$ cat src/rtl/bptc_pkg.sv
// Shared types and constants for the barometer compensation pipeline.
package bptc_pkg;

  localparam int NUM_STAGES = 9;

  localparam int CFG_IDX_W  = 3;
  localparam int COEF_W     = 16;
  localparam int RAW_W      = 24;
  localparam int TEMP_OUT_W = 15;
  localparam int PRES_OUT_W = 17;

  localparam int DT_W    = 25;
  localparam int PROD1_W = 42;
  localparam int SQD_W   = 50;
  localparam int DIFF_W  = 19;
  localparam int TW      = 20;
  localparam int SQ_W    = 40;
  localparam int OFF_W   = 40;
  localparam int SPLIT_W = 20;
  localparam int PPLO_W  = 44;
  localparam int PPHI_W  = 45;
  localparam int PROD_W  = 66;
  localparam int Q_W     = 46;

  localparam int TEMP_REF   = 2000;
  localparam int TEMP_VCOLD = -1500;
  localparam int VCOLD_OFS  = TEMP_REF - TEMP_VCOLD;
  localparam int TEMP_MIN   = -4000;
  localparam int TEMP_MAX   = 8500;
  localparam int PRES_MIN   = 1000;
  localparam int PRES_MAX   = 120000;

  localparam int C5_SHIFT   = 8;
  localparam int C2_SHIFT   = 16;
  localparam int C1_SHIFT   = 15;
  localparam int TEMP_SHIFT = 23;
  localparam int OFF_SHIFT  = 7;
  localparam int SENS_SHIFT = 8;
  localparam int T2_SHIFT   = 31;
  localparam int P_SHIFT_A  = 21;
  localparam int P_SHIFT_B  = 15;

  localparam logic [CFG_IDX_W-1:0] CFG_PRES_SENS = 3'd0;
  localparam logic [CFG_IDX_W-1:0] CFG_PRES_OFF  = 3'd1;
  localparam logic [CFG_IDX_W-1:0] CFG_SENS_TC   = 3'd2;
  localparam logic [CFG_IDX_W-1:0] CFG_OFF_TC    = 3'd3;
  localparam logic [CFG_IDX_W-1:0] CFG_TEMP_REF  = 3'd4;
  localparam logic [CFG_IDX_W-1:0] CFG_TEMP_TC   = 3'd5;

  typedef struct packed {
    logic [COEF_W-1:0] c1;
    logic [COEF_W-1:0] c2;
    logic [COEF_W-1:0] c3;
    logic [COEF_W-1:0] c4;
    logic [COEF_W-1:0] c5;
    logic [COEF_W-1:0] c6;
  } coef_t;

  typedef struct packed {
    logic signed [OFF_W-1:0]      off1;
    logic signed [OFF_W-1:0]      sens1;
    logic signed [OFF_W-1:0]      off2;
    logic signed [OFF_W-1:0]      sens2;
    logic [RAW_W-1:0]             d1;
    logic signed [TEMP_OUT_W-1:0] temp;
    logic                         tflag;
  } front_t;

endpackage

$ cat src/rtl/bptc_cfg.sv
// Calibration coefficient registers written through the configuration port.
module bptc_cfg import bptc_pkg::*; (
  input  logic                 clk_i,
  input  logic                 rst_ni,
  input  logic                 cfg_we_i,
  input  logic [CFG_IDX_W-1:0] cfg_addr_i,
  input  logic [COEF_W-1:0]    cfg_wdata_i,
  output coef_t                coef_o
);

  coef_t coef_q;

  always_ff @(posedge clk_i or negedge rst_ni) begin
    if (!rst_ni) begin
      coef_q <= '0;
    end else if (cfg_we_i) begin
      unique case (cfg_addr_i)
        CFG_PRES_SENS: coef_q.c1 <= cfg_wdata_i;
        CFG_PRES_OFF:  coef_q.c2 <= cfg_wdata_i;
        CFG_SENS_TC:   coef_q.c3 <= cfg_wdata_i;
        CFG_OFF_TC:    coef_q.c4 <= cfg_wdata_i;
        CFG_TEMP_REF:  coef_q.c5 <= cfg_wdata_i;
        CFG_TEMP_TC:   coef_q.c6 <= cfg_wdata_i;
        default: begin
        end
      endcase
    end
  end

  assign coef_o = coef_q;

endmodule

$ cat config.mk
export PLATFORM = sky130hd
export DESIGN_NAME = bptc_cfg
export DESIGN_NICKNAME = d
export VERILOG_FILES = /design/src/rtl/bptc_pkg.sv /design/src/rtl/bptc_cfg.sv
export SDC_FILE = /design/constraint.sdc
export NUM_CORES = 1
export LEC_CHECK = 0
export BUFFER_PORTS_ARGS = -buffer_cell sky130_fd_sc_hd__buf_2
export CAP_MARGIN = 20
export CORE_MARGIN = 5
export CORE_UTILIZATION = 45
export CTS_CLUSTER_DIAMETER = 40
export DETAILED_ROUTE_END_ITERATION = 10
export PLACE_DENSITY = 0.78
export SETUP_SLACK_MARGIN = 0.5
export SYNTH_ARGS = -nofsm -noshare
export SYNTH_HDL_FRONTEND = slang
export SYNTH_SLANG_ARGS = --single-unit
$ cat constraint.sdc
create_clock -name clk_i -period 1.5 [get_ports clk_i]
set_clock_uncertainty 0.2 [all_clocks]
set_input_delay 0.375 -clock clk_i [delete_from_list [all_inputs] [get_ports clk_i]]
set_output_delay 0.375 -clock clk_i [all_outputs]
set_load 0.01 [all_outputs]
After elaboration in Yosys (flattened, before gate mapping)
Cells that the tools add are included.

Word-level logic and storage cells: 18. Output and inout port bits: 96. Input bits: 22. Register bits: 96.

Eq/ne operators: 5. Reductions and logical operators: 7.

Operator list (count): 2-bit AND reduction (6); 3-bit by 2-bit == test with 1-bit output, second input constant (2); 3-bit == test, second input constant (2); 3-bit by 1-bit == test with 1-bit output, second input constant (1); 3-bit zero test (1).

Logic depth before layout (Yosys ltp)
Word-level depth: 2. Gate-level depth with buffers: 5. Depth with buffers taken out: 2.

Worst setup path before layout
No wires, ideal clock.

Kind: in2reg. From: input cfg_addr_i[0]. To: register coef_q (netlist bit coef_o[80]). Data required time: 1175 ps. Stages: 4. Arrival: 1438 ps. Slack: -263 ps. Cells stage by stage: buf_6 nor4b_4 buf_6 mux2_2.

Word-level cells in the longest chain between the ends: 2.

RTL lines: start: declaration (RTL line bptc_cfg.sv:6) `input logic [CFG_IDX_W-1:0] cfg_addr_i,`; 3-bit zero test (RTL line bptc_cfg.sv:17) `unique case (cfg_addr_i)`; 2-bit AND reduction (no line); end: declaration (RTL line bptc_cfg.sv:11) `coef_t coef_q;`.

Every way passes these cells. A chain may end at the register's enable or synchronous reset.

Final worst setup path
From: register coef_q (netlist bit coef_o[25]). To: output coef_o[25] in the netlist's numbering.

RTL lines: end: declaration (RTL line bptc_cfg.sv:8) `output coef_t coef_o`.

No word-level cell between the ends.

==> run summary <==
CP Capture Type - primary output
finished layout cell area - 6150 um2
Synth-to-Final Area Change - 67.3%
worst slew pin tran - 0.435 ns
syn avg cell area - 17.7 um2
crit start category - flop
CTS Buf Count - 9
clock power share - 23.2%
busiest grt layer - met2
Max-Slew Margin vs Limit - 71.0%
Final Hold Viols - 96
post-synthesis register bit count - 96
met2 Resource Use GR - 33.5%
Root Buffer - clkbuf_8
Reg area - 2400 um2
Hold Crit Class - primary input to asynchronous set/reset pin
Crit path buffers/inverters - 1
FMAX - 0.672 GHz
Seq/Total Area, Yosys - 65.3%
Worst EP arrival - 0.91 ns
detailed router's first-iteration violation count - 60
setup violators final - 0
Simple-Gate Fraction of Synth Area - 2.48%
Mapped Nets - 230
met3 GRT Util - 6.25%
min Tclk post-route - 1.49 ns
first-pass detailed-route iteration total - 4
vias per inst - 4.96
mapped cell area - 3680 um2
Synth Area in XOR/XNOR - 0%
critical path data required time - 0.92 ns
vias in the first global route - 2836
RSZ-0062 raised after global routing - yes
input/output buffers - 117
cell internal pwr - 6060 uW
share of cells above drive strength 1 - 78.3%
VDD IR max - 0.000822 V
Placement Setup Slack - -0.245 ns
TritonCTS clock tree - built
Synth Warn # - 0
worst skew pair latency - 0.34 ns
crit share post-route - 99.1%
fin nets - 459
largest family of logic cells by synthesized area - multiplexers
Synth Area in Compound Gates - 0%
die area - 10100 um2
Reg clk slew, reported paths - 0.09 ns
commonest non-fill, non-tap cell in the layout - buf_2
Die Wd - 100 um
Max Cap Viol - 0
Cell variety after synth - 10
Crit Path Max Fanout - 2
Sw Share - 27.5%
mux contribution to synthesized area - 29.4%
placed cell areas - 4690 um2
DR DRC count - 0
Reg power frac - 42.0%
Synth Area in Adders - 0%
Die H - 100 um
failing checks - hold timing
first-pass GRT wire length - 16100 um
grt ovf - 0
Mapped Cells - 208
WS Path Type - flop to primary output
initial antenna violation count - 0
total track usage - 21.0%
Ant. Diodes - 0
CTS H-tree depth - 3
clk buf depth - 2
gpl congestion - 0.720
Detailed Place HPWL - 6080 um
CP delay by family, top - flip-flops
Power per Cell Area - 1360 nW/um2
multi-input logic area - 1550 um2
worst path cell trace - buf_2
placement row count - 33
final antenna-violating net count - 0
max incr delay on CP - 0.42 ns
io pins - 118
Tot Pwr - 8360 uW
CP max-delay cell - dfrtp_1
Routed Wire Length - 11200 um
outcome - finished, violations left
post-layout util - 76.1%
largest net degree at the start of global routing - 62
Initial Utilization - 45.5%
hold_ws - -0.192 ns
post-DR wirelength/cell - 20.4 um
Pins Over Slew Limit - 0
most frequent cells in the layout - buf_2 (99), dfrtp_1 (96), mux2_4 (92), buf_4 (84), buf_6 (24)
PnR worst setup slack - 0.0128 ns
Core Region - 8090 um2
Comb pwr share - 34.7%
Layout fillers - 483
max FFs per register - 96
leak pwr - 0.00322 uW
NetSw - 2300 uW
met1 usage - 29.0%
Sink Count - 96
routed via count - 2714
through the flow:
step | cells | setup TNS, ns
after floorplan | 208 | -7.58
after global placement | 436 | -15.51
after detailed placement | 436 | -17.18
after CTS | 502 | 0
after global routing | 547 | -0.477
final | 547 | 0
power groups by stage:
| stage | logic, uW | clock network (uW) | registers, uW |
|---|---|---|---|
| 5_1_grt | 3070 | 2110 | 3570 |
| 2_1_floorplan | 714 | 0 | 3760 |
| 4_1_cts | 2420 | 1980 | 3470 |
| 3_3_place_gp | 1800 | 0 | 3500 |
| 3_5_place_dp | 1850 | 0 | 3530 |
| 6_report | 2900 | 1940 | 3510 |
cell usage after synthesis:
cell / instances / area, um2
and4bb_1: 1 / 12.5
and4bb_2: 2 / 25.0
buf_2: 2 / 10.0
buf_6: 7 / 78.8
buf_8: 1 / 15.0
dfrtp_1: 96 / 2400
mux2_1: 1 / 11.3
mux2_2: 95 / 1070
nand4b_2: 2 / 30.0
nor4b_4: 1 / 23.8
cell type report:
type	instances	share of cell area [%]
tap	105	2.13
timing repair buffer	228	29.8
sequential	96	39.0
multi-input combinational	102	25.1
clock inverter	5	1.40
clock buffer	11	2.46
kinds of logic after synthesis:
| logic type | count (synthesis) |
|---|---|
| simple gates | 6 |
| flops | 96 |
| buf+inv | 10 |
| mux | 96 |
timing repair:
action	4_1_cts	5_1_grt
resized for setup	74	27
setup buffers	44	45
cloned	6	0
setup endpoints to repair	192	192
hold endpoints to repair	96	96
pin swaps	5	5
final timing paths:
kind	to	startpoint	cells after the start	slack, ns
hold reg to reg	coef_o[70]$_DFFE_PN0P_	coef_o[70]$_DFFE_PN0P_	1	0.32
setup reg to reg	coef_o[73]$_DFFE_PN0P_	coef_o[73]$_DFFE_PN0P_	3	0.25
min in group clk_i	coef_o[70]$_DFFE_PN0P_	cfg_wdata_i[6]	2	0.13
max in group asynchronous	coef_o[68]$_DFFE_PN0P_	rst_ni	2	0.91
hold / removal	coef_o[73]$_DFFE_PN0P_	rst_ni	2	-0.19
setup / recovery	coef_o[25]	coef_o[25]$_DFFE_PN0P_	1	0.01
per-layer routing:
metal | share of wire [%] | wire length (um)
met4 | 0.71 | 79
met2 | 48 | 5410
met1 | 44 | 4880
met5 | 0 | 0
met3 | 7.1 | 790
(Power assumes the default switching activity.)
