--- config.mk ---
export PLATFORM = sky130hd
export DESIGN_NAME = bptc_back
export DESIGN_NICKNAME = d
export VERILOG_FILES = /design/src/rtl/bptc_pkg.sv /design/src/rtl/bptc_back.sv
export SDC_FILE = /design/constraint.sdc
export NUM_CORES = 2
export LEC_CHECK = 0
export ABC_AREA = 0
export BUFFER_PORTS_ARGS = -buffer_cell sky130_fd_sc_hd__buf_2
export CAP_MARGIN = 20
export CORE_AREA = 2 2 322 324
export CTS_BUF_LIST = sky130_fd_sc_hd__clkbuf_16
export CTS_CLUSTER_SIZE = 8
export DETAILED_ROUTE_END_ITERATION = 16
export DIE_AREA = 0 0 324 326
export PLACE_DENSITY = 0.78
export SLEW_MARGIN = 5
export SYNTH_ARGS = -nofsm -noshare
export SYNTH_HDL_FRONTEND = slang
export SYNTH_SLANG_ARGS = --single-unit
--- constraint.sdc ---
create_clock -name clk_i -period 14.19 [get_ports clk_i]
set_input_delay 2.1285 -clock clk_i [delete_from_list [all_inputs] [get_ports clk_i]]
set_output_delay 2.1285 -clock clk_i [all_outputs]
set_load 0.01 [all_outputs]
--- src/rtl/bptc_pkg.sv ---
// Shared types and constants for the barometer compensation pipeline.
package bptc_pkg;

  localparam int NUM_STAGES = 9;

  localparam int CFG_IDX_W  = 3;
  localparam int COEF_W     = 16;
  localparam int RAW_W      = 24;
  localparam int TEMP_OUT_W = 15;
  localparam int PRES_OUT_W = 17;

  localparam int DT_W    = 25;
  localparam int PROD1_W = 42;
  localparam int SQD_W   = 50;
  localparam int DIFF_W  = 19;
  localparam int TW      = 20;
  localparam int SQ_W    = 40;
  localparam int OFF_W   = 40;
  localparam int SPLIT_W = 20;
  localparam int PPLO_W  = 44;
  localparam int PPHI_W  = 45;
  localparam int PROD_W  = 66;
  localparam int Q_W     = 46;

  localparam int TEMP_REF   = 2000;
  localparam int TEMP_VCOLD = -1500;
  localparam int VCOLD_OFS  = TEMP_REF - TEMP_VCOLD;
  localparam int TEMP_MIN   = -4000;
  localparam int TEMP_MAX   = 8500;
  localparam int PRES_MIN   = 1000;
  localparam int PRES_MAX   = 120000;

  localparam int C5_SHIFT   = 8;
  localparam int C2_SHIFT   = 16;
  localparam int C1_SHIFT   = 15;
  localparam int TEMP_SHIFT = 23;
  localparam int OFF_SHIFT  = 7;
  localparam int SENS_SHIFT = 8;
  localparam int T2_SHIFT   = 31;
  localparam int P_SHIFT_A  = 21;
  localparam int P_SHIFT_B  = 15;

  localparam logic [CFG_IDX_W-1:0] CFG_PRES_SENS = 3'd0;
  localparam logic [CFG_IDX_W-1:0] CFG_PRES_OFF  = 3'd1;
  localparam logic [CFG_IDX_W-1:0] CFG_SENS_TC   = 3'd2;
  localparam logic [CFG_IDX_W-1:0] CFG_OFF_TC    = 3'd3;
  localparam logic [CFG_IDX_W-1:0] CFG_TEMP_REF  = 3'd4;
  localparam logic [CFG_IDX_W-1:0] CFG_TEMP_TC   = 3'd5;

  typedef struct packed {
    logic [COEF_W-1:0] c1;
    logic [COEF_W-1:0] c2;
    logic [COEF_W-1:0] c3;
    logic [COEF_W-1:0] c4;
    logic [COEF_W-1:0] c5;
    logic [COEF_W-1:0] c6;
  } coef_t;

  typedef struct packed {
    logic signed [OFF_W-1:0]      off1;
    logic signed [OFF_W-1:0]      sens1;
    logic signed [OFF_W-1:0]      off2;
    logic signed [OFF_W-1:0]      sens2;
    logic [RAW_W-1:0]             d1;
    logic signed [TEMP_OUT_W-1:0] temp;
    logic                         tflag;
  } front_t;

endpackage

--- src/rtl/bptc_back.sv ---
// Pressure path: corrected offset and sensitivity, split product, clamp.
module bptc_back import bptc_pkg::*; (
  input  logic                         clk_i,
  input  logic [NUM_STAGES-1:0]        load_i,
  input  front_t                       front_i,
  output logic signed [TEMP_OUT_W-1:0] temperature_centi_o,
  output logic [PRES_OUT_W-1:0]        pressure_centi_mbar_o,
  output logic                         out_of_range_o
);

  // stage 5
  logic signed [OFF_W-1:0]      off_d, off_s5_q, sens_d, sens_q;
  logic [RAW_W-1:0]             d1_q;
  logic signed [TEMP_OUT_W-1:0] temp_s5_q, temp_s6_q, temp_s7_q;
  logic                         tflag_s5_q, tflag_s6_q, tflag_s7_q;
  // stage 6
  logic [PPLO_W-1:0]            pplo_d, pplo_q;
  logic signed [PPHI_W-1:0]     pphi_d, pphi_q;
  logic signed [OFF_W-1:0]      off_s6_q, off_s7_q;
  // stage 7
  logic signed [PROD_W-1:0]     prod_d, prod_q, prod_sh;
  // stage 8
  logic signed [Q_W-1:0]        q_val, pres_w;
  logic [PRES_OUT_W-1:0]        pres_d, pres_q;
  logic                         pflag_d;
  logic signed [TEMP_OUT_W-1:0] temp_q;
  logic                         oor_q;

  assign off_d  = front_i.off1 - front_i.off2;
  assign sens_d = front_i.sens1 - front_i.sens2;

  assign pplo_d = PPLO_W'(d1_q) * PPLO_W'(sens_q[SPLIT_W-1:0]);
  assign pphi_d = $signed(PPHI_W'(d1_q)) * PPHI_W'($signed(sens_q[OFF_W-1:SPLIT_W]));

  assign prod_d  = (PROD_W'(pphi_q) <<< SPLIT_W) + $signed(PROD_W'(pplo_q));
  assign prod_sh = prod_q >>> P_SHIFT_A;
  assign q_val   = Q_W'(prod_sh) - Q_W'(off_s7_q);
  assign pres_w  = q_val >>> P_SHIFT_B;

  always_comb begin
    pflag_d = 1'b0;
    pres_d  = PRES_OUT_W'(pres_w);
    if (pres_w < Q_W'(PRES_MIN)) begin
      pflag_d = 1'b1;
      pres_d  = PRES_OUT_W'(PRES_MIN);
    end else if (pres_w > Q_W'(PRES_MAX)) begin
      pflag_d = 1'b1;
      pres_d  = PRES_OUT_W'(PRES_MAX);
    end
  end

  always_ff @(posedge clk_i) begin
    if (load_i[5]) begin
      off_s5_q   <= off_d;
      sens_q     <= sens_d;
      d1_q       <= front_i.d1;
      temp_s5_q  <= front_i.temp;
      tflag_s5_q <= front_i.tflag;
    end
    if (load_i[6]) begin
      pplo_q     <= pplo_d;
      pphi_q     <= pphi_d;
      off_s6_q   <= off_s5_q;
      temp_s6_q  <= temp_s5_q;
      tflag_s6_q <= tflag_s5_q;
    end
    if (load_i[7]) begin
      prod_q     <= prod_d;
      off_s7_q   <= off_s6_q;
      temp_s7_q  <= temp_s6_q;
      tflag_s7_q <= tflag_s6_q;
    end
    if (load_i[8]) begin
      pres_q <= pres_d;
      temp_q <= temp_s7_q;
      oor_q  <= tflag_s7_q | pflag_d;
    end
  end

  assign temperature_centi_o   = temp_q;
  assign pressure_centi_mbar_o = pres_q;
  assign out_of_range_o        = oor_q;

endmodule

# == Word level (Yosys, flattened, before mapping) ==
# Index checks and enable logic that the tools add are counted.
# word_totals
reg_bits,420
inputBits,210
out_inout_bits,33
wordCells,31
# classes
addsub,4
mul,2
order_cmp,2
n_mux,3
bitwise,1
reduce_logical,1
# op_table
cell,n
$sub 40x40->40,2
$add 65x45->66,1
$sub 45x40->46,1
$mul 25x20->45,1
$mul 24x20->44,1
$gt 31x18->1 const B,1
$lt 31x11->1 const B,1
$mux 17,1
$mux 1,2
$reduce_or 2->1,1
$or 1x1->1,1

# == Longest topological paths before layout ==
# logic_depth
depth_word,5
ltp_mapped,28
depth_no_buf,27

# == Worst setup path before layout ==
# Ideal clock, no wire load.
# synth_timing
path_type,register to register
start,reg d1_q[1]
end,"reg pplo_q[43], data pin"
arrival_time_ns,7.060
setup_slack_ns,6.871
stages_incl_launch_ff,26
path_buffers,2
period_less_slack_ns,7.319
cell_sequence,edfxtp_1 clkbuf_1 clkbuf_1 nand2_1 fa_1 fa_1 inv_1 fa_1 fa_1 fa_1 fa_1 inv_1 fa_1 inv_1 ha_1 and3_1 nand3_1 a2111oi_0 a31oi_1 a21oi_1 a211o_1 a21oi_1 o31a_1 o31ai_1 a21oi_1 xnor2_1
# synth_between
elab_chain_len,1
# synth_lines
item,line_no,text
start: declaration,bptc_back.sv:13,logic [RAW_W-1:0] d1_q;
start signal: assignment,bptc_back.sv:56,d1_q <= front_i.d1;
$mul 24x20->44,bptc_back.sv:32,assign pplo_d = PPLO_W'(d1_q) * PPLO_W'(sens_q[SPLIT_W-1:0]);
named net pplo_d[43],bptc_back.sv:17,"logic [PPLO_W-1:0] pplo_d, pplo_q;"
end signal: assignment,bptc_back.sv:61,pplo_q <= pplo_d;
end: declaration,bptc_back.sv:17,
# The timed path passes the listed nets, and every way through them passes these cells.
# A chain may end at the register's enable or synchronous reset.

# == Worst setup path after layout ==
# layout_timing
start,reg sens_q[13]
end,"reg pplo_q[40], data pin"
# layout_between
elab_chain_len,1
# layout_lines
item,line_no,text
start: declaration,bptc_back.sv:12,"logic signed [OFF_W-1:0] off_d, off_s5_q, sens_d, sens_q;"
start signal: assignment,bptc_back.sv:55,sens_q <= sens_d;
$mul 24x20->44,bptc_back.sv:32,
named net pplo_d[40],bptc_back.sv:17,
# The timed path passes the listed nets, and every way through them passes these cells.

==> impl_metrics.prom <==
# TYPE chip_impl_metric gauge
chip_impl_metric{name="regToRegSetupSlack",unit="ns"} 5.57
chip_impl_metric{name="clock_latency",unit="ns"} 0.68
chip_impl_metric{name="dieArea",unit="um^2"} 106000
chip_impl_metric{name="yosysWarnings",unit=""} 0
chip_impl_metric{name="vias_per_cell",unit=""} 5.35
chip_impl_metric{name="max_freq",unit="MHz"} 116
chip_impl_metric{name="synth.lib_cells_used.distinct",unit=""} 77
chip_impl_metric{name="synth_xor_area_share",unit="%"} 3.42
chip_impl_metric{name="worst_slew_margin_relative_to_its_limit",unit="%"} 24.1
chip_impl_info{name="top_layer",value="met5"} 1
chip_impl_info{name="synth_top_family_by_area",value="adder cells"} 1
chip_impl_metric{name="die-height",unit="um"} 326
chip_impl_metric{name="detail_route.wl_per_cell",unit="um"} 17.3
chip_impl_metric{name="grt_usage",unit="%"} 22.5
chip_impl_metric{name="worst_slew_pin_slew",unit="ns"} 1.14
chip_impl_info{name="status",value="completed"} 1
chip_impl_metric{name="drcViolationCount",unit=""} 0
chip_impl_info{name="kind_of_cell_adding_the_most_delay_to_the_critical_path",value="adder cells"} 1
chip_impl_info{name="root_buffer",value="clkbuf_16"} 1
chip_impl_info{name="rsz0062_at_grt",value="no"} 1
chip_impl_metric{name="coreArea",unit="um^2"} 103000
chip_impl_metric{name="route.antenna.remaining_nets",unit=""} 0
chip_impl_metric{name="timing_max_transition_violations_final",unit=""} 0
chip_impl_metric{name="rows",unit=""} 118
chip_impl_info{name="timing.critical_path.cells",value="nand2_1 > fa_1 > inv_1 > fa_1 > inv_1 > fa_1 > inv_1 > fa_1 > fa_1 > fa_1 > inv_1 > fa_1 > inv_1 > ha_1 > a211oi_1 > o21ai_0 > o2111ai_1 > and3_1 > a21oi_1 > a211o_1 > a2111oi_0 > o41ai_1 > xor2_1"} 1
chip_impl_metric{name="layout-drive-gt1-share",unit="%"} 6.95
chip_impl_info{name="rr_endpoint",value="pplo_q[40]"} 1
chip_impl_metric{name="via_count_of_the_first_global_routing_pass",unit=""} 38200
chip_impl_info{name="critical-path-slowest-cell",value="edfxtp_1"} 1
chip_impl_metric{name="post_layout_min_period",unit="ns"} 8.62
chip_impl_info{name="worst_hold_path.endpoint",value="off_s7_q[15]"} 1
chip_impl_metric{name="synthCells",unit=""} 5135
chip_impl_metric{name="num_vias",unit=""} 35700
chip_impl_metric{name="worst_ep_arrival_time",unit="ns"} 8.98
chip_impl_metric{name="tritoncts.num_buffers",unit=""} 56
chip_impl_info{name="ys_dominant_reg_cell",value="edfxtp_1"} 1
chip_impl_metric{name="met2_wl_post_dr",unit="mm"} 56.1
chip_impl_metric{name="clock-sinks",unit=""} 379
chip_impl_metric{name="drt_first_iter_violations",unit=""} 2344
chip_impl_info{name="timing.hold.worst.start",value="off_s6_q[15]"} 1
chip_impl_metric{name="timing.reg2reg.worst_path_depth",unit=""} 23
chip_impl_metric{name="dpl.cell_count",unit=""} 6593
chip_impl_metric{name="cp_num_buf_inv",unit=""} 5
chip_impl_metric{name="layout.cells.non_filler",unit=""} 6664
chip_impl_metric{name="synth.net_count",unit=""} 6610
chip_impl_metric{name="ctsHtreeMaxLevel",unit=""} 2
chip_impl_metric{name="fp.dieW",unit="um"} 324
chip_impl_metric{name="firstDrtPassIters",unit=""} 6
chip_impl_metric{name="timing.final.setup_violations",unit=""} 0
chip_impl_metric{name="first_pass_grt_wire_length",unit="mm"} 191
chip_impl_metric{name="finalWorstSetupSlack",unit="ns"} 5.57
chip_impl_metric{name="crit_required",unit="ns"} 14.56
chip_impl_metric{name="synth_compound_area_share",unit="%"} 7.76
chip_impl_metric{name="layout_worst_path_cycle_share",unit="%"} 60.7
chip_impl_metric{name="io_buffers",unit=""} 237
chip_impl_metric{name="place.detailed.hpwl",unit="mm"} 88.9
chip_impl_info{name="reg2reg_start",value="sens_q[13]"} 1
chip_impl_metric{name="synth_simple_gate_area_share",unit="%"} 14.1
chip_impl_metric{name="synthesis.area",unit="um^2"} 50700
chip_impl_metric{name="gp_congestion",unit=""} 0.891
chip_impl_metric{name="start_util",unit="%"} 49.4
chip_impl_metric{name="nets",unit=""} 6746
chip_impl_metric{name="crit_path_max_incr_delay",unit="ns"} 1.01
chip_impl_metric{name="timing.max_cap.violations",unit=""} 0
chip_impl_metric{name="fin_tns_setup",unit="ns"} 0
chip_impl_metric{name="synthAdderAreaFrac",unit="%"} 42.8
chip_impl_info{name="critical_path.startpoint",value="sens_q[13]"} 1
chip_impl_metric{name="post_cts.resized_instances",unit=""} 0
chip_impl_metric{name="antenna-diode-count",unit=""} 0
chip_impl_metric{name="maximum_number_of_pins_on_one_net_before_global_route_repair",unit=""} 75
chip_impl_metric{name="timing_hold_violations_final",unit=""} 0
chip_impl_metric{name="mux_share_of_post_synthesis_cell_area",unit="%"} 0.0839
chip_impl_metric{name="area_growth",unit="%"} 8.03
chip_impl_metric{name="worst_clock_skew",unit="ns"} 0.0575
chip_impl_info{name="hp-class",value="flip-flop to flip-flop"} 1
chip_impl_metric{name="grt-ovfl-total",unit=""} 0
chip_impl_metric{name="cp_max_fo",unit=""} 24
chip_impl_info{name="crit_path_start_kind",value="flip-flop"} 1
chip_impl_metric{name="hold_depth",unit=""} 0
chip_impl_metric{name="cts_hold_repair.buffers",unit=""} 0
chip_impl_metric{name="cts_setup_buffers",unit=""} 0
chip_impl_metric{name="antenna_found_initial",unit=""} 4
chip_impl_metric{name="synth_seq_cells",unit=""} 379
chip_impl_metric{name="design.portCount",unit=""} 243
chip_impl_metric{name="asyncSetResetFlopFracSynth",unit="%"} 0
chip_impl_metric{name="cts_buffer_depth",unit=""} 3
chip_impl_info{name="setup.worst_path.end_class",value="flip-flop"} 1
chip_impl_metric{name="synth-seq-area-share",unit="%"} 22.4
chip_impl_info{name="cts_tree",value="built"} 1
chip_impl_info{name="critPathMostFrequentCell",value="fa_1"} 1
chip_impl_metric{name="path_clk_slew",unit="ns"} 0.05
chip_impl_info{name="critPathKind",value="flip-flop to flip-flop"} 1
chip_impl_metric{name="m1WireLength",unit="mm"} 47.0
chip_impl_metric{name="syn_area_per_cell",unit="um^2"} 9.88
chip_impl_metric{name="routed-wl-met3",unit="mm"} 9.17
chip_impl_metric{name="dpl_worst_slack",unit="ns"} 5.72
chip_impl_metric{name="routed_wirelength",unit="mm"} 116
chip_impl_metric{name="hold_slack",unit="ns"} 0.407
chip_impl_metric{name="number_of_flops_mapped_to_enable_cells_by_yosys",unit=""} 379
per-layer routing:
layer	vias up	GRT usage, %
met5	-	0
met4	4	7.10
met3	258	4.44
met2	1333	38.5
met1	17700	28.7
li1	16400	-
synth_stat cells (all sizes together), types with 6 or more instances:
cell	number	share of area, %
and4	6	0.10
ha	478	12
nor3	27	0.29
nand2	587	4.3
a211o	7	0.12
and2	467	5.8
nand3	59	0.58
and3	26	0.32
xnor2	127	2.2
buf	11	0.11
nor4	16	0.20
nand2b	38	0.47
xor2	71	1.2
or3	10	0.12
nor2	125	0.92
o31a	7	0.12
edfxtp	379	22
a21o	116	1.7
a31oi	12	0.18
inv	1057	7.8
o21ai	92	0.92
o311ai	6	0.10
o21bai	21	0.31
clkbuf	187	1.4
a21oi	190	1.9
fa	787	31
or2	7	0.086
o22ai	7	0.086
nor2b	18	0.22
nand4	24	0.31
a211oi	21	0.31
a2111oi	8	0.19
o21a	37	0.55
o211ai	17	0.25
or4	7	0.10
kinds of logic after synthesis:
| family | after synthesis |
|---|---|
| DFF | 379 |
| muxes | 4 |
| and+or+nand+nor | 1435 |
| AOI/OAI and AO/OA | 599 |
| xor gates and xnor gates | 198 |
| adders and majority gates | 1265 |
| buffers and inverters | 1255 |
worst reg2reg max path, cell delays in order (launching register included):
cell	delay [ns]
edfxtp_1	1.01
nand2_1	0.21
fa_1	0.57
inv_1	0.05
fa_1	0.50
inv_1	0.05
fa_1	0.48
inv_1	0.06
fa_1	0.50
fa_1	0.52
fa_1	0.55
inv_1	0.05
fa_1	0.53
inv_1	0.04
ha_1	0.35
a211oi_1	0.21
o21ai_0	0.16
o2111ai_1	0.29
and3_1	0.19
a21oi_1	0.10
a211o_1	0.40
a2111oi_0	0.77
o41ai_1	0.26
xor2_1	0.48
sequential cells by signal, indices dropped and copies added (netlist names), 15 cells and up:
name / flops
temp_s6_q: 15
temp_s5_q: 15
sens_q: 40
off_s6_q: 40
pplo_q: 24
pressure_centi_mbar_o: 17
off_s7_q: 40
prod_q: 45
pphi_q: 45
temperature_centi_o: 15
temp_s7_q: 15
off_s5_q: 40
d1_q: 24
final cells by class:
cell class	instances	area [um^2]
clock buffer	56	1400
clock inverter	15	206
fill	8820	47800
inverter	1057	3970
multi-input combinational	3501	34600
sequential	379	11400
tap	1380	1730
timing repair buffer	276	1490
layout by cell type (no fill, tap or decap), types with 21 or more instances in the layout:
cell type,instances
o21ai_0,87
nor3_1,25
a21oi_1,190
a21o_1,116
xor2_1,71
inv_1,1060
buf_2,234
nand3_1,59
nand4_1,23
buf_4,41
o21a_1,37
nand2_1,587
fa_1,787
and3_1,26
xnor2_1,127
o21bai_1,21
nand2b_1,38
and2_1,467
ha_1,478
a211oi_1,21
edfxtp_1,379
clkbuf_16,56
nor2_1,125
through the flow:
stage / util, % / area, um^2
floorplan: - / 50700
global placement: 51.8 / 53200
detailed placement: 51.8 / 53200
CTS: 53.4 / 54800
global route: 53.4 / 54800
finish: 53.4 / 54800
worst max-delay path by stage:
stage / endpoint / slack (ns) / cells past startpoint
floorplan: pplo_q[43] / 6.87 / 25
global placement: pplo_q[43] / 5.84 / 23
detailed placement: pplo_q[43] / 5.72 / 23
CTS: pplo_q[43] / 5.67 / 23
global route: pplo_q[43] / 5.10 / 23
finish: pplo_q[40] / 5.57 / 23
Power is not shown: default switching activity piles up to over one toggle a cycle in this logic, so the estimate is an artifact.
