$ cat src/rtl/bptc_pkg.sv
// Shared types and constants for the barometer compensation pipeline.
package bptc_pkg;

  localparam int NUM_STAGES = 9;

  localparam int CFG_IDX_W  = 3;
  localparam int COEF_W     = 16;
  localparam int RAW_W      = 24;
  localparam int TEMP_OUT_W = 15;
  localparam int PRES_OUT_W = 17;

  localparam int DT_W    = 25;
  localparam int PROD1_W = 42;
  localparam int SQD_W   = 50;
  localparam int DIFF_W  = 19;
  localparam int TW      = 20;
  localparam int SQ_W    = 40;
  localparam int OFF_W   = 40;
  localparam int SPLIT_W = 20;
  localparam int PPLO_W  = 44;
  localparam int PPHI_W  = 45;
  localparam int PROD_W  = 66;
  localparam int Q_W     = 46;

  localparam int TEMP_REF   = 2000;
  localparam int TEMP_VCOLD = -1500;
  localparam int VCOLD_OFS  = TEMP_REF - TEMP_VCOLD;
  localparam int TEMP_MIN   = -4000;
  localparam int TEMP_MAX   = 8500;
  localparam int PRES_MIN   = 1000;
  localparam int PRES_MAX   = 120000;

  localparam int C5_SHIFT   = 8;
  localparam int C2_SHIFT   = 16;
  localparam int C1_SHIFT   = 15;
  localparam int TEMP_SHIFT = 23;
  localparam int OFF_SHIFT  = 7;
  localparam int SENS_SHIFT = 8;
  localparam int T2_SHIFT   = 31;
  localparam int P_SHIFT_A  = 21;
  localparam int P_SHIFT_B  = 15;

  localparam logic [CFG_IDX_W-1:0] CFG_PRES_SENS = 3'd0;
  localparam logic [CFG_IDX_W-1:0] CFG_PRES_OFF  = 3'd1;
  localparam logic [CFG_IDX_W-1:0] CFG_SENS_TC   = 3'd2;
  localparam logic [CFG_IDX_W-1:0] CFG_OFF_TC    = 3'd3;
  localparam logic [CFG_IDX_W-1:0] CFG_TEMP_REF  = 3'd4;
  localparam logic [CFG_IDX_W-1:0] CFG_TEMP_TC   = 3'd5;

  typedef struct packed {
    logic [COEF_W-1:0] c1;
    logic [COEF_W-1:0] c2;
    logic [COEF_W-1:0] c3;
    logic [COEF_W-1:0] c4;
    logic [COEF_W-1:0] c5;
    logic [COEF_W-1:0] c6;
  } coef_t;

  typedef struct packed {
    logic signed [OFF_W-1:0]      off1;
    logic signed [OFF_W-1:0]      sens1;
    logic signed [OFF_W-1:0]      off2;
    logic signed [OFF_W-1:0]      sens2;
    logic [RAW_W-1:0]             d1;
    logic signed [TEMP_OUT_W-1:0] temp;
    logic                         tflag;
  } front_t;

endpackage

$ cat src/rtl/bptc_ctrl.sv
// Per-stage valid bits and load enables of the compensation pipeline.
module bptc_ctrl import bptc_pkg::*; (
  input  logic                  clk_i,
  input  logic                  rst_ni,
  input  logic                  in_valid_i,
  output logic                  in_ready_o,
  output logic                  out_valid_o,
  input  logic                  out_ready_i,
  output logic [NUM_STAGES-1:0] load_o
);

  logic [NUM_STAGES-1:0] valid_q;
  logic [NUM_STAGES-1:0] load;

  // advance a stage when it is empty or its successor advances
  always_comb begin
    load[NUM_STAGES-1] = ~valid_q[NUM_STAGES-1] | out_ready_i;
    for (int k = NUM_STAGES - 2; k >= 0; k--) begin
      load[k] = ~valid_q[k] | load[k+1];
    end
  end

  always_ff @(posedge clk_i or negedge rst_ni) begin
    if (!rst_ni) begin
      valid_q <= '0;
    end else begin
      if (load[0]) begin
        valid_q[0] <= in_valid_i;
      end
      for (int k = 1; k < NUM_STAGES; k++) begin
        if (load[k]) begin
          valid_q[k] <= valid_q[k-1];
        end
      end
    end
  end

  assign in_ready_o  = load[0];
  assign out_valid_o = valid_q[NUM_STAGES-1];
  assign load_o      = load;

`ifndef SYNTHESIS
  assert property (@(posedge clk_i) disable iff (!rst_ni)
    (in_valid_i && in_ready_o) |=> valid_q[0])
    else $error("accepted transaction missing from first stage");

  assert property (@(posedge clk_i) disable iff (!rst_ni)
    !in_ready_o |-> (&valid_q))
    else $error("input stalled while pipeline has a bubble");

  assert property (@(posedge clk_i) disable iff (!rst_ni)
    out_ready_i |-> in_ready_o)
    else $error("ready did not propagate to input");

  assert property (@(posedge clk_i) disable iff (!rst_ni)
    (valid_q[NUM_STAGES-2] && !out_valid_o) |=> out_valid_o)
    else $error("transaction lost before output stage");
`endif

endmodule

$ cat config.mk
export PLATFORM = sky130hd
export DESIGN_NAME = bptc_ctrl
export DESIGN_NICKNAME = d
export VERILOG_FILES = /design/src/rtl/bptc_pkg.sv /design/src/rtl/bptc_ctrl.sv
export SDC_FILE = /design/constraint.sdc
export NUM_CORES = 1
export LEC_CHECK = 0
export ABC_CLOCK_PERIOD_IN_PS = 2880
export BUFFER_PORTS_ARGS = -buffer_cell sky130_fd_sc_hd__buf_4
export CORE_AREA = 2 2 39 41
export CTS_BUF_LIST = sky130_fd_sc_hd__clkbuf_16
export CTS_CLUSTER_SIZE = 30
export DETAILED_ROUTE_END_ITERATION = 8
export DIE_AREA = 0 0 41 43
export SETUP_SLACK_MARGIN = 0.3
export SLEW_MARGIN = 20
export SYNTH_ARGS = -nofsm -noshare
export SYNTH_HDL_FRONTEND = slang
export SYNTH_SLANG_ARGS = --single-unit
$ cat constraint.sdc
create_clock -name clk_i -period 2.88 [get_ports clk_i]
set_input_delay 0.576 -clock clk_i [delete_from_list [all_inputs] [get_ports clk_i]]
set_output_delay 0.576 -clock clk_i [all_outputs]
set_load 0.01 [all_outputs]
# After elaboration in Yosys (flattened, before gate mapping)
# Index checks and enable logic that the tools add are counted.
# op_classes
bitwise	18
# op_table
op	count
1-bit NOT	9
1-bit OR	9
# word_totals
inputBits	4
ff_bits	9
word_cells	27
out_inout_bits	11

# Depth between registers and ports, before layout
# Gate-level depths: netlist of run 1.
# depth
ltp_word	10
mapped_depth	5
ltp_nobuf	2

# Worst setup path after synthesis of run 1
# No wires, ideal clock.
# synth_timing
path_kind	input port to output port
from	input port out_ready_i
to	output port load_o[0]
required_time_ns	2.304
t_arrival_ns	1.392
slack_ns	0.912
stages	5
path_cell_list	and4b_1 -> buf_6 -> buf_6 -> nand4_1 -> buf_4
# synth_via
elab_chain_len	9
# synth_rtl
item	line_no	rtl
start, declared	bptc_ctrl.sv:8	input logic out_ready_i,
1-bit OR	bptc_ctrl.sv:17	load[NUM_STAGES-1] = ~valid_q[NUM_STAGES-1] | out_ready_i;
1-bit OR (8 in a row)	bptc_ctrl.sv:19	load[k] = ~valid_q[k] | load[k+1];
end, declared	bptc_ctrl.sv:9	output logic [NUM_STAGES-1:0] load_o
# No other way between the ends.

# Worst setup path after layout of run 1
# Same ends and word-level chain as after synthesis.

==> results of run 1 <==
==> logic make-up after synthesis <==
logic type | Yosys count | share of synthesized area
AND/OR/NAND/NOR | 13 | 0.2044
AO/OA/AOI/OAI | 6 | 0.1321
flip-flops | 9 | 0.5660
buffers and inverters | 5 | 0.09747
==> area by class of cell <==
type,count,area (sq um),area share
clock buffer,3,75.07,0.1325
clock inverter,1,3.754,0.006623
inverter,1,3.754,0.006623
multi-input combinational,19,133.9,0.2362
sequential,9,225.2,0.3974
tap,16,20.02,0.03532
timing repair buffer,14,105.1,0.1854
==> synthesized netlist by cell type <==
master / n / area (sq um)
buf_6: 2 / 22.52
and4_1: 1 / 8.760
buf_4: 1 / 7.510
nand3b_1: 1 / 7.510
dfrtp_1: 9 / 225.2
buf_2: 1 / 5.000
nand2b_1: 3 / 18.77
inv_1: 1 / 3.750
nand3_1: 2 / 10.01
nand2_1: 2 / 7.510
a41o_1: 2 / 20.02
nand4_1: 2 / 12.51
and4b_1: 1 / 10.01
a21o_1: 2 / 15.01
or2_1: 1 / 6.260
a31o_2: 2 / 17.52
==> path summary, 6_finish.rpt <==
path | from | end | slack (ns)
worst max-delay path | out_ready_i | load_o[0] | 0.73
min in group clk_i | valid_q[6] | valid_q[7] | 0.45
worst max register to register | valid_q[7] | valid_q[4] | 1.73
worst min register to register | valid_q[6] | valid_q[7] | 0.45
worst min-delay path | rst_ni | valid_q[5] | 0.15
max in group asynchronous | rst_ni | valid_q[8] | 2.60
==> layout by cell type (no fill, tap or decap) <==
master      n
clkbuf_16   3
a21o_1      2
and4b_1     1
nand4_1     2
or2_1       1
nand3b_1    1
buf_4      14
a41o_1      2
nand2_1     2
dfrtp_1     9
and4_1      1
a31o_2      2
nand3_1     2
nand2b_1    3
inv_1       2
==> worst max-delay path, cell delays in order <==
cell	delay [ns]
buf_4	0.11
and4b_1	0.52
nand4_1	0.19
buf_4	0.18
==> power groups by stage <==
stage               Combinational, mW  Sequential (mW)  Clock [mW]
floorplan                      0.0735            0.168           0
global placement               0.0995            0.173           0
detailed placement             0.0995            0.174           0
CTS                             0.100            0.172       0.245
global route                    0.109            0.176       0.254
finish                         0.0978            0.172       0.242
==> routing by layer <==
| layer | share of wire | track usage | up-vias |
|---|---|---|---|
| met3 | 0.11 | 0.06283 | 2 |
| met4 | 0.024 | 0.1000 | 0 |
| li1 | - | - | 144 |
| met1 | 0.45 | 0.1208 | 141 |
| met2 | 0.42 | 0.1281 | 15 |
| met5 | 0 | 0 | - |
==> through the flow <==
step / util / area, sq um / setup slack (ns)
finish: 0.4096 / 566.8 / 0.7267
global route: 0.4096 / 566.8 / 0.6213
CTS: 0.4096 / 566.8 / 0.7080
detailed placement: 0.3526 / 488.0 / 0.7208
global placement: 0.3526 / 488.0 / 0.7383
floorplan: - / 397.9 / 0.9117
==> impl_results.md, run 1 <==
* Result of the run: completed
* Hold buffer count at cts at 0
* Count of buffers from port buffering at 14
* Setup repair after global routing missed its margin: false
* Global router's overall resource usage at 0.1058
* Core Area at 1384 sq um
* Synthesized netlist net count at 37
* Ratio of cells with drive above 1 in the final layout at 0.4043
* Crit-path max FO at 14
* Post-Syn Area per Cell at between 10 and 15 sq um
* Count of placed standard cells in the final layout, fillers left out at 63
* Post-detailed-routing wire length at just over 700 um
* Gate count of the mapped netlist at 33
* Synth unique cells at 16
* Resize count post-CTS at 0
* Vias in the first global route at 262
* Class of the worst hold path: primary input to asynchronous set/reset pin
* Signed area change from the synthesized netlist to the final layout at 42.45%
* I/O pin count at 15
* Register ranked first by flip-flop count: valid_q
* Final cycle utilization of the critical path at 0.7477
* Sink count of the clock tree at 9
* DRT Pass-1 Iters at 4
* Slew at the pin closest to its max-slew limit at 0.4390 ns
* Synthesized cell area at 397.9 sq um
* Power density relative to cell area at about 900 nW/um^2
* Clock tree from TritonCTS: built
* Via count at around 300
* Data arrival time of the worst path at 1.58 ns
* Seq pwr share at 0.337
* Total design power at 0.5125 mW
* Worst-case clock skew at 0.0004407 ns
* Synthesized flop and latch total at 9
* Number of buffers added for setup after CTS at 0
* Mean routed wirelength per cell at ~11 um
* Std cell rows at 14
* Share of total power consumed by net switching at 0.2557
* Yosys warnings at 0
* Number of flip-flops in the largest register at 9
* Count of maximum capacitance violations at 0
* Combinational share of power at 0.191
* Critical Setup Path Class: primary input to primary output
* First-pass GRT wire length at approximately 1.1 mm
* Via/cell ratio at 4.794
* NumNets Final at 52
* Crit. End Element: primary output
* Maximum number of pins on one net before global-route repair at 15
* Final slew viol count at 0
* Die height at about 43 um
* Largest buffer count on any clock path at 2
* Required time of the critical path at 2.30 ns
* Ant. Diodes at 0
* Post-detail-place hpwl at 487 um
* Fmax at ~0.46 GHz
* Internal power at approximately 0.38 mW
* Clock transition at path regs at 0.04 ns
* Detailed-route DRC error count at 0
* Number of placed cells counting well taps at 59
* Horiz. Die Dim at ~40 um
* Global route total overflow at 0
* Count of antenna-violating nets left after detailed routing at 0
* Initial Utilization at 0.2875
* Total of fill cells in the finished design at 131
* Setup TNS at 0 ns
* Worst-case headroom to the max-slew limit at 0.7071
* Number of clock buffers inserted by TritonCTS at 3
* Final number of setup-violating endpoints at 0
* Worst hold-check slack at about 0.15 ns
* Startpoint types: primary input
* DR iter-0 viols at 3
* Final Hold Violating Endpoints at 0
* Deepest level of the CTS H-tree at 1
* Total Die Area at 1763 sq um
* Clock Power Share at 0.473
* Static power due to leakage at 0.2586 nW
* Psw at between 0.1 and 0.15 mW
* Initial antenna violation count at 0
* Post-layout minimum cycle time at approximately 2.2 ns
* Placer's final routability congestion estimate at just under 0.7
* Largest registers: valid_q: 9 flops
* Root buf cell: clkbuf_16
* Sequential-to-total area share from yosys stat at 0.5660
* Clock latency of the later-clocked register in the worst-skew pair at roughly 0.23 ns
* Peak supply drop at 0.3473 mV
* R2R cell count at 2
Note: power is estimated with default switching activity, not from simulation.
==> run 2, diff against run 1 <==
Settings changed: ABC_CLOCK_PERIOD_IN_PS 2880 to 1800.
Clock period 2.88 ns to 1.8 ns, I/O delays scaled along.
==> run 2 against run 1 <==
  * Critical path type is now register to primary output
  * Total power is 74% higher
  * Sequential power is 58% higher
  * Clock power is 58% higher
==> impl_results.md, run 2 (synthesis gave the netlist of run 1 again) <==
* Clock tree from TritonCTS: built
* Detailed-route DRC error count at 0
* Clock latency of the later-clocked register in the worst-skew pair at 0.23 ns
* Via/cell ratio at between 4 and 5
* Signed area change from the synthesized netlist to the final layout at 62.26%
* Via count at 341
* Data arrival time of the worst path at 1.23 ns
* Min-Delay Endpoint: valid_q[0]
* Area occupied by multi-input gates at between 100 and 150 sq um
* Worst-case headroom to the max-slew limit at 0.8958
* Maximum number of pins on one net before global-route repair at 10
* Global router's overall resource usage at 0.1189
* R2R cell count at 5
* Core Area at approximately 1400 sq um
* Deepest level of the CTS H-tree at 1
* Total Die Area at 1763 sq um
* Critical Setup Path Class: register to primary output
* Largest buffer count on any clock path at 2
* DR iter-0 viols at 1
* Final cycle utilization of the critical path at 0.8820
* Final slew viol count at 0
* Setup TNS at 0 ns
* Number of flip-flops in the largest register at 9
* Number of clock buffers inserted by TritonCTS at 3
* Crit. End Element: primary output
* Mean routed wirelength per cell at about 12 um
* Storage cell area at 226.5 sq um
* Post-detailed-routing wire length at approximately 840 um
* Total design power at about 0.9 mW
* Post-layout minimum cycle time at approximately 1.6 ns
* Crit-path max FO at 7
* Ratio of cells with drive above 1 in the final layout at 0.5179
* Clock transition at path regs at roughly 0.04 ns
* Result of the run: completed
* Count of maximum capacitance violations at 0
* Initial Utilization at 0.2875
* Vias in the first global route at between 300 and 400
* Sink count of the clock tree at 9
* Setup slack at placement at between 0.2 and 0.3 ns
* Initial antenna violation count at 0
* Placer's final routability congestion estimate at approximately 0.65
* Hold Path Stages at 2
* Peak supply drop at about 0.57 mV
* Setup repair after global routing missed its margin: true
* Startpoint types: register
* Fmax at between 0.6 and 0.7 GHz
* Ant. Diodes at 0
* Static power due to leakage at 0.3030 nW
* Largest registers: valid_q: 9 flops
* Worst Min Path Start: in_valid_i
* DRT Pass-1 Iters at 2
* I/O pin count at 15
* Final number of setup-violating endpoints at 0
* First-pass GRT wire length at 1.311 mm
* Worst setup slack after layout at roughly 0.21 ns
* Power density relative to cell area at roughly 1400 nW/um^2
* Class of the worst hold path: primary input to register
* Final Hold Violating Endpoints at 0
* R2r setup slk at 0.44 ns
* Required time of the critical path at 1.44 ns
* Die height at 43 um
* Crit. Startpoint: valid_q[7]
* Global route total overflow at 0
* Std cell rows at 14
* NumNets Final at just over 60
* Horiz. Die Dim at 41 um
* Count of buffers from port buffering at 14
* End of the worst register-to-register path: valid_q[4]
* Total of fill cells in the finished design at 139
* Root buf cell: clkbuf_16
* Slew at the pin closest to its max-slew limit at between 0.15 and 0.2 ns
* Count of antenna-violating nets left after detailed routing at 0
* Critical register-to-register path startpoint: valid_q[7]
* Most common cell after layout, fill and taps aside: buf_4
* Worst-case clock skew at between 0.001 and 0.0015 ns
* Most frequent cells in the layout: buf_4, dfrtp_1, nand2b_1, clkbuf_16
* Register ranked first by flip-flop count: valid_q
run 2: layer usage:
metal,wire length (um),vias to the layer above,track usage
met2,383,14,0.1625
met5,0,-,0
met1,366,159,0.1371
li1,-,164,-
met4,36,0,0.1200
met3,54,4,0.03141
run 2: cell type report:
cell class	count	share of cell area
tap	16	0.03101
clock buffer	3	0.1163
timing repair buffer	23	0.2791
clock inverter	1	0.005814
inverter	1	0.005814
sequential	9	0.3508
multi-input combinational	19	0.2112
run 2: repair_timing:
action	in CTS	in global routing
gates cloned	1	0
gates resized for setup	4	1
hold buffers	1	0
setup buffers	4	2
endpoints found under the hold margin	9	0
pin swaps	1	2
setup endpoints to repair	8	8
run 2: power by group:
group / internal [mW] / total, mW / switching [mW]
registers: 0.240 / 0.272 / 0.0320
clock network: 0.290 / 0.383 / 0.0932
logic: 0.136 / 0.235 / 0.0993
run 2: worst max-delay path by stage:
stage	endpoint	cells after the start	slack [ns]
2_1_floorplan	load_o[0]	5	0.25
3_3_place_gp	in_ready_o	5	0.25
3_5_place_dp	load_o[0]	5	0.27
4_1_cts	load_o[0]	4	0.21
5_1_grt	load_o[0]	4	0.16
6_report	load_o[0]	4	0.21
run 2: critical path, cell delays in order, from the launching register on:
cell	delay, ns
dfrtp_1	0.33
and4b_1	0.25
buf_6	0.14
nand4_1	0.11
buf_4	0.17
run 2: metrics by stage:
step	area, sq um	util	hold slack [ns]	std cells
after detailed placement	495.5	0.3580	0.1898	60
after global routing	645.6	0.4665	0.3326	72
final	645.6	0.4665	0.3139	72
after global placement	495.5	0.3580	0.1880	60
after floorplan	397.9	-	0.06441	33
after CTS	626.9	0.4530	0.3177	70
==> run 3, diff against run 2 <==
Settings changed: CELL_PAD_IN_SITES_DETAIL_PLACEMENT set to 1, CELL_PAD_IN_SITES_GLOBAL_PLACEMENT set to 2, CORE_AREA 2 2 39 41 to 2 2 44 46, DIE_AREA 0 0 41 43 to 0 0 46 48, PLACE_DENSITY_LB_ADDON set to 0.1.
==> run 3 against run 2 <==
  * Hold slack gained 0.0024 ns
  * Utilization shrank 6.7 points
  * Via count grew 5.9%
  * Total power grew 4.5%
  * First-iteration DRC count grew 100%
  * Clock power grew 1%
  * Clock skew grew 0.0011 ns
  * Register-to-register slack lost 0.19 ns
  * Critical endpoint is now in_ready_o
  * Largest cell class unchanged
==> impl_results.md, run 3 (synthesis gave the netlist of run 1 again) <==
* Result of the run: completed
* Total of fill cells in the finished design at around 180
* Number of clock buffers inserted by TritonCTS at 3
* Largest registers: valid_q: 9 flops
* Final number of setup-violating endpoints at 0
* Post-detailed-routing wire length at ~990 um
* I/O pin count at 15
* Storage cell area at around 230 sq um
* Count of buffers from port buffering at 14
* Global route total overflow at 0
* Final cycle utilization of the critical path at 0.8958
* Largest buffer count on any clock path at 2
* Register ranked first by flip-flop count: valid_q
* Final slew viol count at 0
* Peak supply drop at 0.5263 mV
* Required time of the critical path at between 1 and 1.5 ns
* Data arrival time of the worst path at approximately 1.3 ns
* Ratio of cells with drive above 1 in the final layout at 0.5965
* Critical Setup Path Class: register to primary output
* Ant. Diodes at 0
* Crit. End Element: primary output
* Area occupied by multi-input gates at about 140 sq um
* Setup TNS at 0 ns
* Deepest level of the CTS H-tree at 1
* Via count at about 360
* Horiz. Die Dim at between 40 and 50 um
* Core Area at about 1700 sq um
* First-pass GRT wire length at ~1.4 mm
* Via/cell ratio at around 5
* Count of antenna-violating nets left after detailed routing at 0
* Post-layout minimum cycle time at between 1.5 and 2 ns
* Global router's overall resource usage at 0.09695
* Clock transition at path regs at ~0.040 ns
* Sink count of the clock tree at 9
* Fmax at roughly 0.62 GHz
* Most common cell after layout, fill and taps aside: buf_4
* Worst-case headroom to the max-slew limit at 0.8943
* Power density relative to cell area at approximately 1400 nW/um^2
* Startpoint types: register
* Class of the worst hold path: primary input to register
* Count of maximum capacitance violations at 0
* Final Hold Violating Endpoints at 0
* Root buf cell: clkbuf_16
* DR iter-0 viols at 2
* Worst-case clock skew at approximately 0.0022 ns
* Total Die Area at approximately 2200 sq um
* Static power due to leakage at 0.3142 nW
* Initial Utilization at 0.2356
* Initial antenna violation count at 0
* Crit-path max FO at 7
* Detailed-route DRC error count at 0
* Signed area change from the synthesized netlist to the final layout at 69.50%
* Vias in the first global route at roughly 330
* NumNets Final at 62
* Most frequent cells in the layout: buf_4, dfrtp_1, buf_6
* Clock tree from TritonCTS: built
* Placer's final routability congestion estimate at about 0.70
* Setup repair after global routing missed its margin: true
* Die height at about 48 um
* Slew at the pin closest to its max-slew limit at 0.1586 ns
* DRT Pass-1 Iters at 3
* Final cell utilization of the core at 0.3993
* Number of flip-flops in the largest register at 9
* Maximum number of pins on one net before global-route repair at 12
* Mean routed wirelength per cell at roughly 13 um
* Std cell rows at 15
* Clock latency of the later-clocked register in the worst-skew pair at 0.23 ns
run 3: cell types whose count changed in the layout (fill, tap and decap cells not counted), sizes merged:
cell  delta
buf      +1
run 3: final cells by class:
class                           count  area share
Sequential cell                     9      0.3377
Tap cell                           17     0.03154
Inverter                            1    0.005566
Clock buffer                        3      0.1113
Multi-Input combinational cell     19      0.2096
Clock inverter                      1    0.005566
Timing Repair Buffer               24      0.2987
run 3: power breakdown:
group          switching [mW]  total (mW)  internal (mW)
sequential             0.0394       0.281          0.241
combinational           0.104       0.263          0.158
clock                  0.0967       0.387          0.290
run 3: stage by stage:
stage	power (mW)	area, sq um	setup slack [ns]	std cells	hold WS [ns]
2_1_floorplan	0.3869	397.9	0.2509	33	0.06441
3_3_place_gp	0.4426	496.7	0.2658	61	0.1866
3_5_place_dp	0.4497	496.7	0.2201	61	0.1935
4_1_cts	0.8732	615.6	0.1621	69	0.3169
5_1_grt	0.9793	674.4	0.1065	74	0.3231
6_report	0.9301	674.4	0.1876	74	0.3163
run 3: routing by layer:
metal	GRT usage	vias to the layer above	routed length, um
li1	-	166	-
met1	0.1048	178	383
met2	0.1583	15	512
met3	0.03396	2	80
met4	0.06857	0	16
met5	0	-	0
run 3: repair_timing:
item | 4_1_cts | 5_1_grt
pin swaps | 1 | 1
setup buffers | 3 | 5
setup endpoints to repair | 8 | 8
gates resized for setup | 4 | 10
endpoints found under the hold margin | 9 | 0
hold buffers | 1 | 0
run 3: path summary, 6_finish.rpt:
check / depth (start not counted) / slack (ns) / end / from
min in group asynchronous: 2 / 0.49 / valid_q[5] / rst_ni
hold / removal: 2 / 0.32 / valid_q[0] / in_valid_i
setup reg to reg: 7 / 0.25 / valid_q[1] / valid_q[7]
hold reg to reg: 1 / 0.46 / valid_q[7] / valid_q[6]
max in group asynchronous: 2 / 1.16 / valid_q[4] / rst_ni
setup / recovery: 4 / 0.19 / in_ready_o / valid_q[7]
run 3: worst max-delay path: stages, from the launching register on:
cell and delay [ns]:
dfrtp_1 0.36, and4b_1 0.22, buf_6 0.14, nand4_1 0.13
buf_4 0.17
